<file path="config.mk">
export PLATFORM = sky130hd
export DESIGN_NAME = hpt_queue
export DESIGN_NICKNAME = d
export VERILOG_FILES = /design/src/hpt_pkg.sv /design/src/hpt_queue.sv
export SDC_FILE = /design/constraint.sdc
export NUM_CORES = 1
export LEC_CHECK = 0
export BUFFER_PORTS_ARGS = -buffer_cell sky130_fd_sc_hd__buf_4
export CAP_MARGIN = 20
export CORE_ASPECT_RATIO = 0.6
export CORE_MARGIN = 3
export CORE_UTILIZATION = 40
export CTS_CLUSTER_SIZE = 40
export DETAILED_ROUTE_END_ITERATION = 16
export PLACE_DENSITY = 0.69
export SLEW_MARGIN = 20
export SYNTH_ARGS = -nofsm -noshare
export SYNTH_HDL_FRONTEND = slang
export SYNTH_SLANG_ARGS = --single-unit
</file>
<file path="constraint.sdc">
create_clock -name clk -period 17.7 [get_ports clk]
set_input_delay 2.655 -clock clk [delete_from_list [all_inputs] [get_ports clk]]
set_output_delay 2.655 -clock clk [all_outputs]
set_load 0.01 [all_outputs]
</file>
<file path="src/hpt_pkg.sv">
// ----------------------------------------------------------------------------
// hpt_pkg
// shared constants and types of the homogeneous point transform
// ----------------------------------------------------------------------------
package hpt_pkg;

	localparam int FRAC_BITS_DEF = 16;
	localparam int NUM_REGS      = 8;
	localparam int CFG_IDX_W     = 4;
	localparam int CFG_W         = 64;
	localparam int FX_W          = 32;
	localparam int SUM_W         = 66;
	localparam int MAG_W         = 64;
	localparam int QBITS         = 33;
	localparam int REM_W         = 65;
	localparam int LANES         = 3;
	localparam int QUEUE_DEPTH   = 2;

	localparam logic [FX_W-1:0] FX_MAX = {1'b0, {(FX_W-1){1'b1}}};
	localparam logic [FX_W-1:0] FX_MIN = {1'b1, {(FX_W-1){1'b0}}};

	typedef logic [3:0][3:0][FX_W-1:0] hpt_mat_t;

	typedef struct packed {
		logic [LANES-1:0][SUM_W-1:0] num;
		logic [SUM_W-1:0]            den;
	} hpt_sum_t;

	typedef struct packed {
		logic full;
		logic empty;
	} hpt_q_stat_t;

	typedef struct packed {
		logic [LANES-1:0][MAG_W-1:0] nmag;
		logic [LANES-1:0]            nneg;
		logic [LANES-1:0]            nzero;
		logic [LANES-1:0]            big;
		logic [MAG_W-1:0]            dmag;
		logic                        dneg;
		logic                        dzero;
	} hpt_ctx_t;

endpackage

</file>
<file path="src/hpt_queue.sv">
// ----------------------------------------------------------------------------
// hpt_queue
// short queue between front and back
// ----------------------------------------------------------------------------
module hpt_queue import hpt_pkg::*; (
	input  logic        clk,
	input  logic        arst_n,
	input  logic        push,
	input  hpt_sum_t    push_data,
	input  logic        pop,
	output hpt_sum_t    pop_data,
	output hpt_q_stat_t q_stat,
	output logic [$clog2(QUEUE_DEPTH+1)-1:0] count
);

	localparam int PTR_W = $clog2(QUEUE_DEPTH);

	hpt_sum_t          entry_q [QUEUE_DEPTH];
	logic [PTR_W-1:0]  wptr_q, rptr_q;
	logic [$clog2(QUEUE_DEPTH+1)-1:0] count_q;

	assign count        = count_q;
	assign q_stat.full  = (count_q == ($clog2(QUEUE_DEPTH+1))'(QUEUE_DEPTH));
	assign q_stat.empty = (count_q == '0);
	assign pop_data     = entry_q[rptr_q];

	always_ff @(posedge clk or negedge arst_n) begin
		if (!arst_n) begin
			wptr_q  <= '0;
			rptr_q  <= '0;
			count_q <= '0;
		end else begin
			if (push)
				wptr_q <= (wptr_q == PTR_W'(QUEUE_DEPTH-1)) ? '0 : wptr_q + 1'b1;
			if (pop)
				rptr_q <= (rptr_q == PTR_W'(QUEUE_DEPTH-1)) ? '0 : rptr_q + 1'b1;
			if (push && !pop)
				count_q <= count_q + 1'b1;
			else if (pop && !push)
				count_q <= count_q - 1'b1;
		end
	end

	always_ff @(posedge clk) begin
		if (push)
			entry_q[wptr_q] <= push_data;
	end

endmodule

</file>
* Word level (Yosys, flattened, before mapping)
Memories as Yosys holds them, arrays and structs flattened. Index checks and enable logic that the tools add are counted.
Word-level totals: output and inout port bits 268, bits in registers 4, input bits 268, memories 1, logic and storage cells 21, RAM bits 528
Operators by class: add/subtract/negate cells 4, mux-type cells 6, equality and inequality tests 1, reductions and logical operators 6
Memory list:
- entry_q | words 2, bits a word 264, read ports 1, clocked after memory_dff 0, write ports 1, line hpt_queue.sv:18 | hpt_sum_t entry_q [QUEUE_DEPTH];
Operator list (count):
- $mux 1 | 4
- $mux 2 | 2
- $add 1x1->1 const B | 2
- $add 2x1->2 const B | 1
- $eq 2x2->1 const B | 1
- $logic_and 1x1->1 | 2
- $logic_not 1->1 | 2
- $logic_not 2->1 | 1
- $reduce_bool 2->1 | 1
- $sub 2x1->2 const B | 1

* Logic depth before layout (Yosys ltp)
Gate-level depths: netlist of the first run.
depth in word-level cells 4, gate-level depth with buffers 5, depth with buffers taken out 5

* Worst setup path before layout of the first run
OpenSTA, ideal clock, no wires.
path kind input to register, start input port push, end memory entry_q[0][0] (netlist name) (enable), data arrival time 14.012 ns, stages 1, slack 2.762 ns, buffers on the path 0, cell sequence nor2b_1
On the way: cells in the longest elaborated chain, start to end 2
Ends and longest elaborated chain:
- start, declared | line hpt_queue.sv:8 | input logic push,
- $mux 1 | line hpt_queue.sv:45 | if (push)
- $mux 1 (not written as such) | line hpt_queue.sv:46 | entry_q[wptr_q] <= push_data;
- end, declared | line hpt_queue.sv:18
No other way between the ends.

==> results by group, run 1 <==
STA
  – Period utilisation layout: 36.49%
  – RSZ-0062 raised after global routing: false
  – Final hold vios: 0
  – Worst slew pin tran: 1.039 ns
  – Slew Limit Fails: 0
  – Rel. slew slack: 30.72%
  – Fin crit period: 6.458 ns
  – Clock Skew: 0.01979 ns
  – F_max: 0.1548 GHz
  – Total negative setup slack: 0 ns
  – # setup viols final: 0

CTS
  – Num CTS Buffers: 48
  – CTS root buf: clkbuf_16
  – Postcts setup bufs: 0
  – CTS Buffer Depth: 3
  – CTS tree: yes
  – H-tree Lvls: 2
  – Clock latency on the worst-skew pair: 0.55 ns
  – Sink Count: 532
  – # hold bufs at CTS: 0
  – Clock transition at path regs: 0.06 ns
  – Post-CTS sizing: 0

Route
  – Vias: 9884
  – First DRT Iteration DRCs: 522
  – DRT Wirelength: 43.99 mm
  – Post-route ant nets: 0
  – Via-to-Cell Ratio: 4.784
  – Residual DRC: 0
  – WL/cell: 21.29 um
  – Drt pass-1 iters: 4

Worst setup path
  – Max stage delay on crit path: 0.86 ns
  – Critical Path Most Common Cell: buf_4
  – CP Max Fanout: 77
  – Crit end category: primary output
  – Kind of critical path: reg -> out
  – Startpoint types: flop
  – WP data required: 15.05 ns
  – Master of the slowest instance on the critical path: buf_4
  – Crit-path cells: buf_4, buf_4, mux2_2, buf_4
  – Crit path DAT: 3.80 ns
  – CP top delay family: buffers and inverters
  – CP bufs+invs: 3

Layout
  – Final net count: 1672
  – Area growth syn-to-layout: 31.26%
  – Fillers: 3705
  – Layout cells sized above 1: 61.07%
  – Fin area: 25380 sq um
  – Antenna cells: 0

Placed design
  – GP Congestion: 0.8019
  – IO buf count: 535
  – Cell area after placement: 23910 sq um
  – Placed wire-length estimate: 30.86 mm

Synth
  – Synth area leader: edfxtp_1
  – Synthesis warning total: 0
  – Mapped Nets: 1106
  – Synthesized flop and latch total: 532
  – Gate Count Post-Synth: 837
  – Synth area leaders: edfxtp_1 (82%), mux2_2 (15%), buf_6 (1.6%), dfrtp_1 (0.52%), xor2_1 (0.18%)
  – Mapped Area: 19330 sq um
  – Syn_area_per_cell: 23.10 sq um
  – Netlist cell types: 12
  – Share of the synthesized area in the top cell type: 82.00%
  – Sequential element share of the synthesized area: 82.52%

Floorplanning
  – Die height: 176.3 um
  – Die width: 289.8 um
  – Initial core utilization: 41.12%
  – Die area: 51100 sq um
  – Core ar.: 47020 sq um
  – # IOs: 536
  – # rows: 61

Flow run
  – Max-Cap Viols: 0

Global routing
  – Vias in the first global route: 10670
  – GRT Total Usage: 16.51%
  – Pin count of the biggest net entering global routing: 78
  – GR Overflow Total: 0
  – Global-route wire length before repair: 64.37 mm
  – Initial antenna violation count: 1

Pwr
  – Psw: 1.115 mW
  – Power share of the clock group: 24.8%
  – Internal power: 2.855 mW
  – Pwr per Cell Area: 156.4 nW/um^2
  – Leakage: 9.428 nW
  – Logic pwr share: 31.1%
  – Sequential share of power: 44.2%
  – Switching Share: 28.09%
  – Max VDD drop: 98.88 uV

Run status
  – Status: completed

Hold path
  – Worst Hold Class: reg -> reg
[synth_stat cells]
cell type / number
xor2_1: 4
inv_1: 1
ha_1: 1
buf_2: 1
buf_6: 28
mux2_2: 264
edfxtp_1: 528
nor2_1: 2
dfrtp_1: 4
nor2b_1: 2
xnor2_1: 1
and2_1: 1
[metal layers]
| layer | share of wire [%] | vias up | GRT usage, % | routed length (um) |
|---|---|---|---|---|
| met2 | 51 | 352 | 28.18 | 22300 |
| met1 | 39 | 4972 | 20.02 | 17300 |
| met3 | 7.4 | 83 | 5.582 | 3237 |
| li1 | - | 4475 | - | - |
| met5 | 0.030 | - | 0 | 13 |
| met4 | 2.6 | 2 | 4.992 | 1129 |
[stage by stage]
stage / hold WS, ns / setup slack [ns] / util, % / instances / total power [mW]
after floorplan: 0.4555 / 2.762 / - / 837 / 2.557
after global placement: 0.5321 / 11.88 / 50.85 / 1983 / 3.015
after detailed placement: 0.5461 / 11.81 / 50.85 / 1983 / 3.028
after CTS: 0.5533 / 11.19 / 53.98 / 2066 / 4.024
after global routing: 0.5728 / 11.02 / 53.98 / 2066 / 4.154
final: 0.5492 / 11.24 / 53.98 / 2066 / 3.970
[cells by family after synthesis]
logic type	count (synthesis)	share of synthesized area, %
adder cells (fa/ha/maj)	1	0.06470
multiplexers	264	15.38
AND/OR/NAND/NOR	5	0.1359
XOR/XNOR	5	0.2265
buffers and inverters	30	1.676
flip-flops	532	82.52
[registers in the layout (all words and copies together) (netlist names)]
register,flops
rptr_q,1
entry_q,528
wptr_q,1
count,2
[power groups by stage]
stage	logic, mW	registers [mW]	clock network (mW)
2_1_floorplan	0.726	1.83	0
3_3_place_gp	1.24	1.78	0
3_5_place_dp	1.24	1.78	0
4_1_cts	1.25	1.76	1.02
5_1_grt	1.31	1.78	1.07
6_report	1.23	1.75	0.983
[placed cells by master, fill, tap and decap left out, drive strengths merged]
cell type    n
clkbuf      61
nor2b        2
ha           1
mux2       264
dfrtp        4
edfxtp     528
buf        545
clkinv      15
nor2         2
clkinvlp     1
bufinv       3
and2         1
inv          4
xor2         4
xnor2        1
[final cells by class]
class                      count  area (sq um)  area share [%]
tap                          630         788.3           3.106
timing repair buffer         545          4091           16.12
sequential                   532         15960           62.89
clock buffer                  61          1271           5.009
inverter                       1         3.754         0.01479
multi-input combinational    275          3065           12.08
clock inverter                22         198.9          0.7839
[final timing paths]
path | endpoint | slack, ns | from | cells past startpoint
worst max-delay path | pop_data[78] | 11.24 | rptr_q | 4
worst min-delay path | count[1] | 0.55 | count[1] | 1
worst max register to register | entry_q[1][132] | 14.35 | wptr_q | 3
worst min register to register | count[1] | 0.55 | count[1] | 1
max in group asynchronous | rptr_q | 15.70 | arst_n | 1
min in group asynchronous | rptr_q | 1.89 | arst_n | 1
Power figures use the tool's default switching activity.
==> run 2, diff against run 1 <==
- clock period: 17.7 -> 6.8 ns (I/O delays scaled with it)
==> results by group, run 2 (synthesis results as in run 1) <==
STA
  – F_max: 0.2963 GHz
  – RSZ-0062 raised after global routing: false
  – Slew Limit Fails: 0
  – # setup viols final: 0
  – Worst slew pin tran: 1.015 ns
  – Hold Slack: 0.2785 ns
  – Final setup margin: 3.425 ns
  – Rel. slew slack: 32.30%
  – Fin crit period: 3.375 ns
  – Period utilisation layout: 49.64%
  – Total negative setup slack: 0 ns
  – Clock Skew: 0.02056 ns
  – Final hold vios: 0

Worst setup path
  – Kind of critical path: reg -> out
  – Startpoint types: flop
  – Crit path DAT: 2.36 ns
  – Master of the slowest instance on the critical path: mux2_2
  – Max stage delay on crit path: 0.45 ns
  – WP data required: 5.78 ns
  – CP Max Fanout: 142
  – Crit-path cells: buf_12, mux2_2, buf_4
  – Crit end category: primary output

Route
  – Via-to-Cell Ratio: 4.748
  – Top Metal Used: met4
  – Drt pass-1 iters: 4
  – WL/cell: 20.30 um
  – Post-route ant nets: 0
  – DRT Wirelength: 42.07 mm
  – First DRT Iteration DRCs: 519
  – Met3 WL: 2.961 mm
  – Met1 wire length: 16.50 mm
  – Vias: 9838
  – Residual DRC: 0
  – Metal2 WL: 21.41 mm

CTS
  – CTS root buf: clkbuf_16
  – H-tree Lvls: 2
  – Postcts setup bufs: 0
  – Clock transition at path regs: 0.06 ns
  – CTS tree: yes
  – Sink Count: 532
  – Post-CTS sizing: 0
  – # hold bufs at CTS: 0
  – CTS Buffer Depth: 3
  – Clock latency on the worst-skew pair: 0.56 ns
  – Num CTS Buffers: 49

Layout
  – Reg with most FFs: entry_q
  – Most common cell after layout, fill and taps aside: buf_4
  – Layout cells sized above 1: 61.03%
  – Final cell count without fillers: 2072
  – Most frequent cells in the layout: buf_4 (538), edfxtp_1 (528), mux2_2 (264)
  – FF/Latch Area: 15960 sq um
  – Number of flip-flops in the largest register: 528
  – Fillers: 3651
  – Multi-input gate area: 3065 sq um
  – Core Util, Final: 54.16%
  – Area growth syn-to-layout: 31.70%
  – Antenna cells: 0
  – Final net count: 1670

Floorplanning
  – Die width: 289.8 um
  – Core ar.: 47020 sq um
  – Initial core utilization: 41.12%
  – # IOs: 536
  – # rows: 61
  – Die height: 176.3 um
  – Die area: 51100 sq um

Placed design
  – Placed wire-length estimate: 28.26 mm
  – DP Worst Slack: 3.504 ns
  – GP Congestion: 0.7704
  – DP Cell Count: 1980
  – IO buf count: 535

Flow run
  – Max-Cap Viols: 0

Hold path
  – Worst Hold Class: in -> async

Pwr
  – Pwr per Cell Area: 408.5 nW/um^2
  – Leakage: 9.457 nW
  – Max VDD drop: 279.1 uV

Global routing
  – Initial antenna violation count: 0
  – GR Overflow Total: 0
  – Global-route wire length before repair: 62.03 mm
  – Pin count of the biggest net entering global routing: 147
  – Vias in the first global route: 10480
  – GRT Total Usage: 15.66%

Run status
  – Status: completed
-- run 2: cell types whose count changed in the layout (fill, tap and decap cells not counted), sizes merged --
| cell | previous run | this run |
|---|---|---|
| clkinv | 15 | 21 |
| bufinv | 3 | 2 |
| buf | 545 | 542 |
| clkbuf | 61 | 63 |
| clkinvlp | 1 | 3 |
-- run 2: report_power, final --
| group | internal, mW | switching (mW) | total [mW] |
|---|---|---|---|
| sequential | 4.36 | 0.132 | 4.49 |
| combinational | 1.65 | 1.65 | 3.30 |
| clock | 1.46 | 1.15 | 2.61 |
| total | 7.47 | 2.93 | 10.4 |
-- run 2: path summary, 6_finish.rpt --
check                            start               to  slack (ns)  cells after the start
worst max-delay path            rptr_q      pop_data[4]        3.42                      3
worst max register to register  wptr_q  entry_q[0][111]        4.27                      3
worst min register to register  wptr_q           wptr_q        0.56                      1
min in group clk                wptr_q           wptr_q        0.56                      1
max in group asynchronous       arst_n           rptr_q        6.39                      1
worst min-delay path            arst_n         count[0]        0.28                      1
-- run 2: worst max-delay path, delay by kind of cell, from the launching register on --
family,cells,cell delay [ns]
buf+inv,2,0.58
flops,1,0.44
mux,1,0.45
-- run 2: routing by layer --
layer | GRT usage [%] | up-vias
li1 | - | 4484
met1 | 18.96 | 4927
met2 | 27.10 | 355
met3 | 4.488 | 72
met4 | 5.348 | 0
met5 | 0 | -
-- run 2: area by class of cell --
class / instances / area share [%]
clock buffers: 63 / 5.189
clock inverters: 29 / 0.8108
inverters: 1 / 0.01474
multi-input cells: 275 / 12.04
flip-flops and latches: 532 / 62.68
well taps: 630 / 3.096
repair buffers: 542 / 16.18
-- run 2: metrics by stage --
| step | power [mW] | cell area (sq um) |
|---|---|---|
| floorplan | 6.486 | 19340 |
| CTS | 10.56 | 25460 |
| global route | 10.88 | 25460 |
| detailed placement | 7.914 | 23940 |
| global placement | 7.876 | 23940 |
| finish | 10.40 | 25460 |
==> run 3, diff against run 2 <==
- PLACE_DENSITY: 0.69 -> 0.71
- clock period: 6.8 -> 3 ns (I/O delays scaled with it)
==> results by group, run 3 (synthesis results as in run 1) <==
Run status
  – Status: completed

STA
  – Period utilisation layout: 89.39%
  – Hold Slack: 0.07505 ns
  – Slew Limit Fails: 0
  – RSZ-0062 raised after global routing: false
  – F_max: 0.3729 GHz
  – Worst slew pin tran: 0.8332 ns
  – Final hold vios: 0
  – # setup viols final: 0
  – Rel. slew slack: 44.45%
  – Clock Skew: 0.007992 ns
  – Fin crit period: 2.682 ns
  – Total negative setup slack: 0 ns

Worst setup path
  – Master of the slowest instance on the critical path: dfrtp_4
  – Max stage delay on crit path: 0.61 ns
  – Crit-path cells: buf_12, buf_4, mux2_2, buf_4
  – CP Max Fanout: 19
  – Crit path DAT: 2.23 ns
  – RR Startpoint: wptr_q
  – FF-to-FF End: entry_q[1][8]
  – CP top delay family: buffers and inverters
  – R2r worst-path depth: 2
  – WP data required: 2.55 ns
  – Reg2reg setup slack: 1.26 ns
  – Critical Path Most Common Cell: buf_4
  – Crit path depth: 4
  – CP bufs+invs: 3
  – Critical Path Start: rptr_q
  – Startpoint types: flop
  – Kind of critical path: reg -> out
  – Crit end category: primary output
  – Critical Path Sink: pop_data[160]

Route
  – Drt pass-1 iters: 5
  – DRT Wirelength: 43.26 mm
  – Post-route ant nets: 0
  – First DRT Iteration DRCs: 400
  – Residual DRC: 0
  – WL/cell: 20.69 um
  – Via-to-Cell Ratio: 4.744
  – Vias: 9919

Floorplanning
  – # IOs: 536
  – Die height: 176.3 um
  – Die width: 289.8 um
  – Die area: 51100 sq um
  – # rows: 61
  – Initial core utilization: 41.12%
  – Core ar.: 47020 sq um

Hold path
  – Worst Hold Class: in -> reg

Layout
  – Multi-input gate area: 3065 sq um
  – Number of flip-flops in the largest register: 528
  – FF/Latch Area: 15960 sq um
  – Area growth syn-to-layout: 33.15%
  – Most frequent cells in the layout: buf_4 (549), edfxtp_1 (528), mux2_2 (264)
  – Layout cells sized above 1: 61.71%
  – Reg with most FFs: entry_q
  – Final net count: 1689
  – Fillers: 3676
  – Most common cell after layout, fill and taps aside: buf_4
  – Core Util, Final: 54.76%

Global routing
  – Pin count of the biggest net entering global routing: 134
  – Global-route wire length before repair: 64.54 mm
  – Initial antenna violation count: 1
  – GRT Total Usage: 16.42%
  – GR Overflow Total: 0
  – Vias in the first global route: 10780

CTS
  – CTS root buf: clkbuf_16
  – Sink Count: 532
  – Clock latency on the worst-skew pair: 0.55 ns
  – Post-CTS sizing: 0
  – Num CTS Buffers: 49
  – CTS tree: yes
  – H-tree Lvls: 2
  – CTS Buffer Depth: 3
  – Clock transition at path regs: 0.07 ns

Pwr
  – Overall Power: 24.02 mW
  – Max VDD drop: 560.2 uV
  – Pwr per Cell Area: 933.0 nW/um^2
  – Leakage: 9.590 nW

Placed design
  – GP Congestion: 0.8053
  – IO buf count: 535
  – Placed wire-length estimate: 30.22 mm

Flow run
  – Max-Cap Viols: 0
run 3: cell type report:
cell class | count | share of cell area [%]
Inverter | 1 | 0.01458
Multi-Input combinational cell | 275 | 11.91
Sequential cell | 532 | 61.99
Timing Repair Buffer | 561 | 16.90
Clock inverter | 28 | 1.064
Clock buffer | 63 | 5.045
Tap cell | 630 | 3.062
Antenna cell | 1 | 0.009721
run 3: worst min-delay path by stage:
stage	to	from	depth (start not counted)
2_1_floorplan	count[0]	arst_n	0
3_3_place_gp	count[1]	arst_n	1
3_5_place_dp	count[1]	arst_n	1
4_1_cts	entry_q[1][233]	push_data[233]	1
5_1_grt	entry_q[0][200]	push_data[200]	1
6_report	entry_q[0][241]	push_data[241]	1
run 3: metrics by stage:
stage | std cells | cell area [sq um] | setup WS [ns]
CTS | 2090 | 25740 | 0.2605
global route | 2091 | 25740 | 0.2092
finish | 2091 | 25740 | 0.3184
floorplan | 837 | 19340 | -1.833
detailed placement | 1998 | 24160 | 0.8925
global placement | 1998 | 24160 | 0.9117
run 3: layer usage:
metal  global-route usage [%]  share of wire (%)  up-vias
met5                        0                  0        -
met4                    4.530                2.4        0
met3                    5.230                7.1       67
met2                    28.21                 50      332
met1                    20.13                 40     4998
li1                         -                  -     4522
run 3: worst reg2reg max path, cell delays in order, from the launching register on:
cell     delay [ns]
dfrtp_1        0.43
and2_4         0.34
buf_12         0.43
run 3: report_power, final:
group | internal [mW] | leakage, nW | total, mW | switching (mW)
registers | 9.85 | 5.00 | 10.2 | 0.362
clock network | 3.44 | 0.758 | 6.09 | 2.65
logic | 3.94 | 3.83 | 7.72 | 3.77
total | 17.2 | 9.59 | 24.0 | 6.79
run 3: repair_timing:
item                                   4_1_cts  5_1_grt
setup buffers                                0        0
hold buffers                                 1        0
endpoints found under the hold margin        4        0
setup endpoints to repair                    0        0
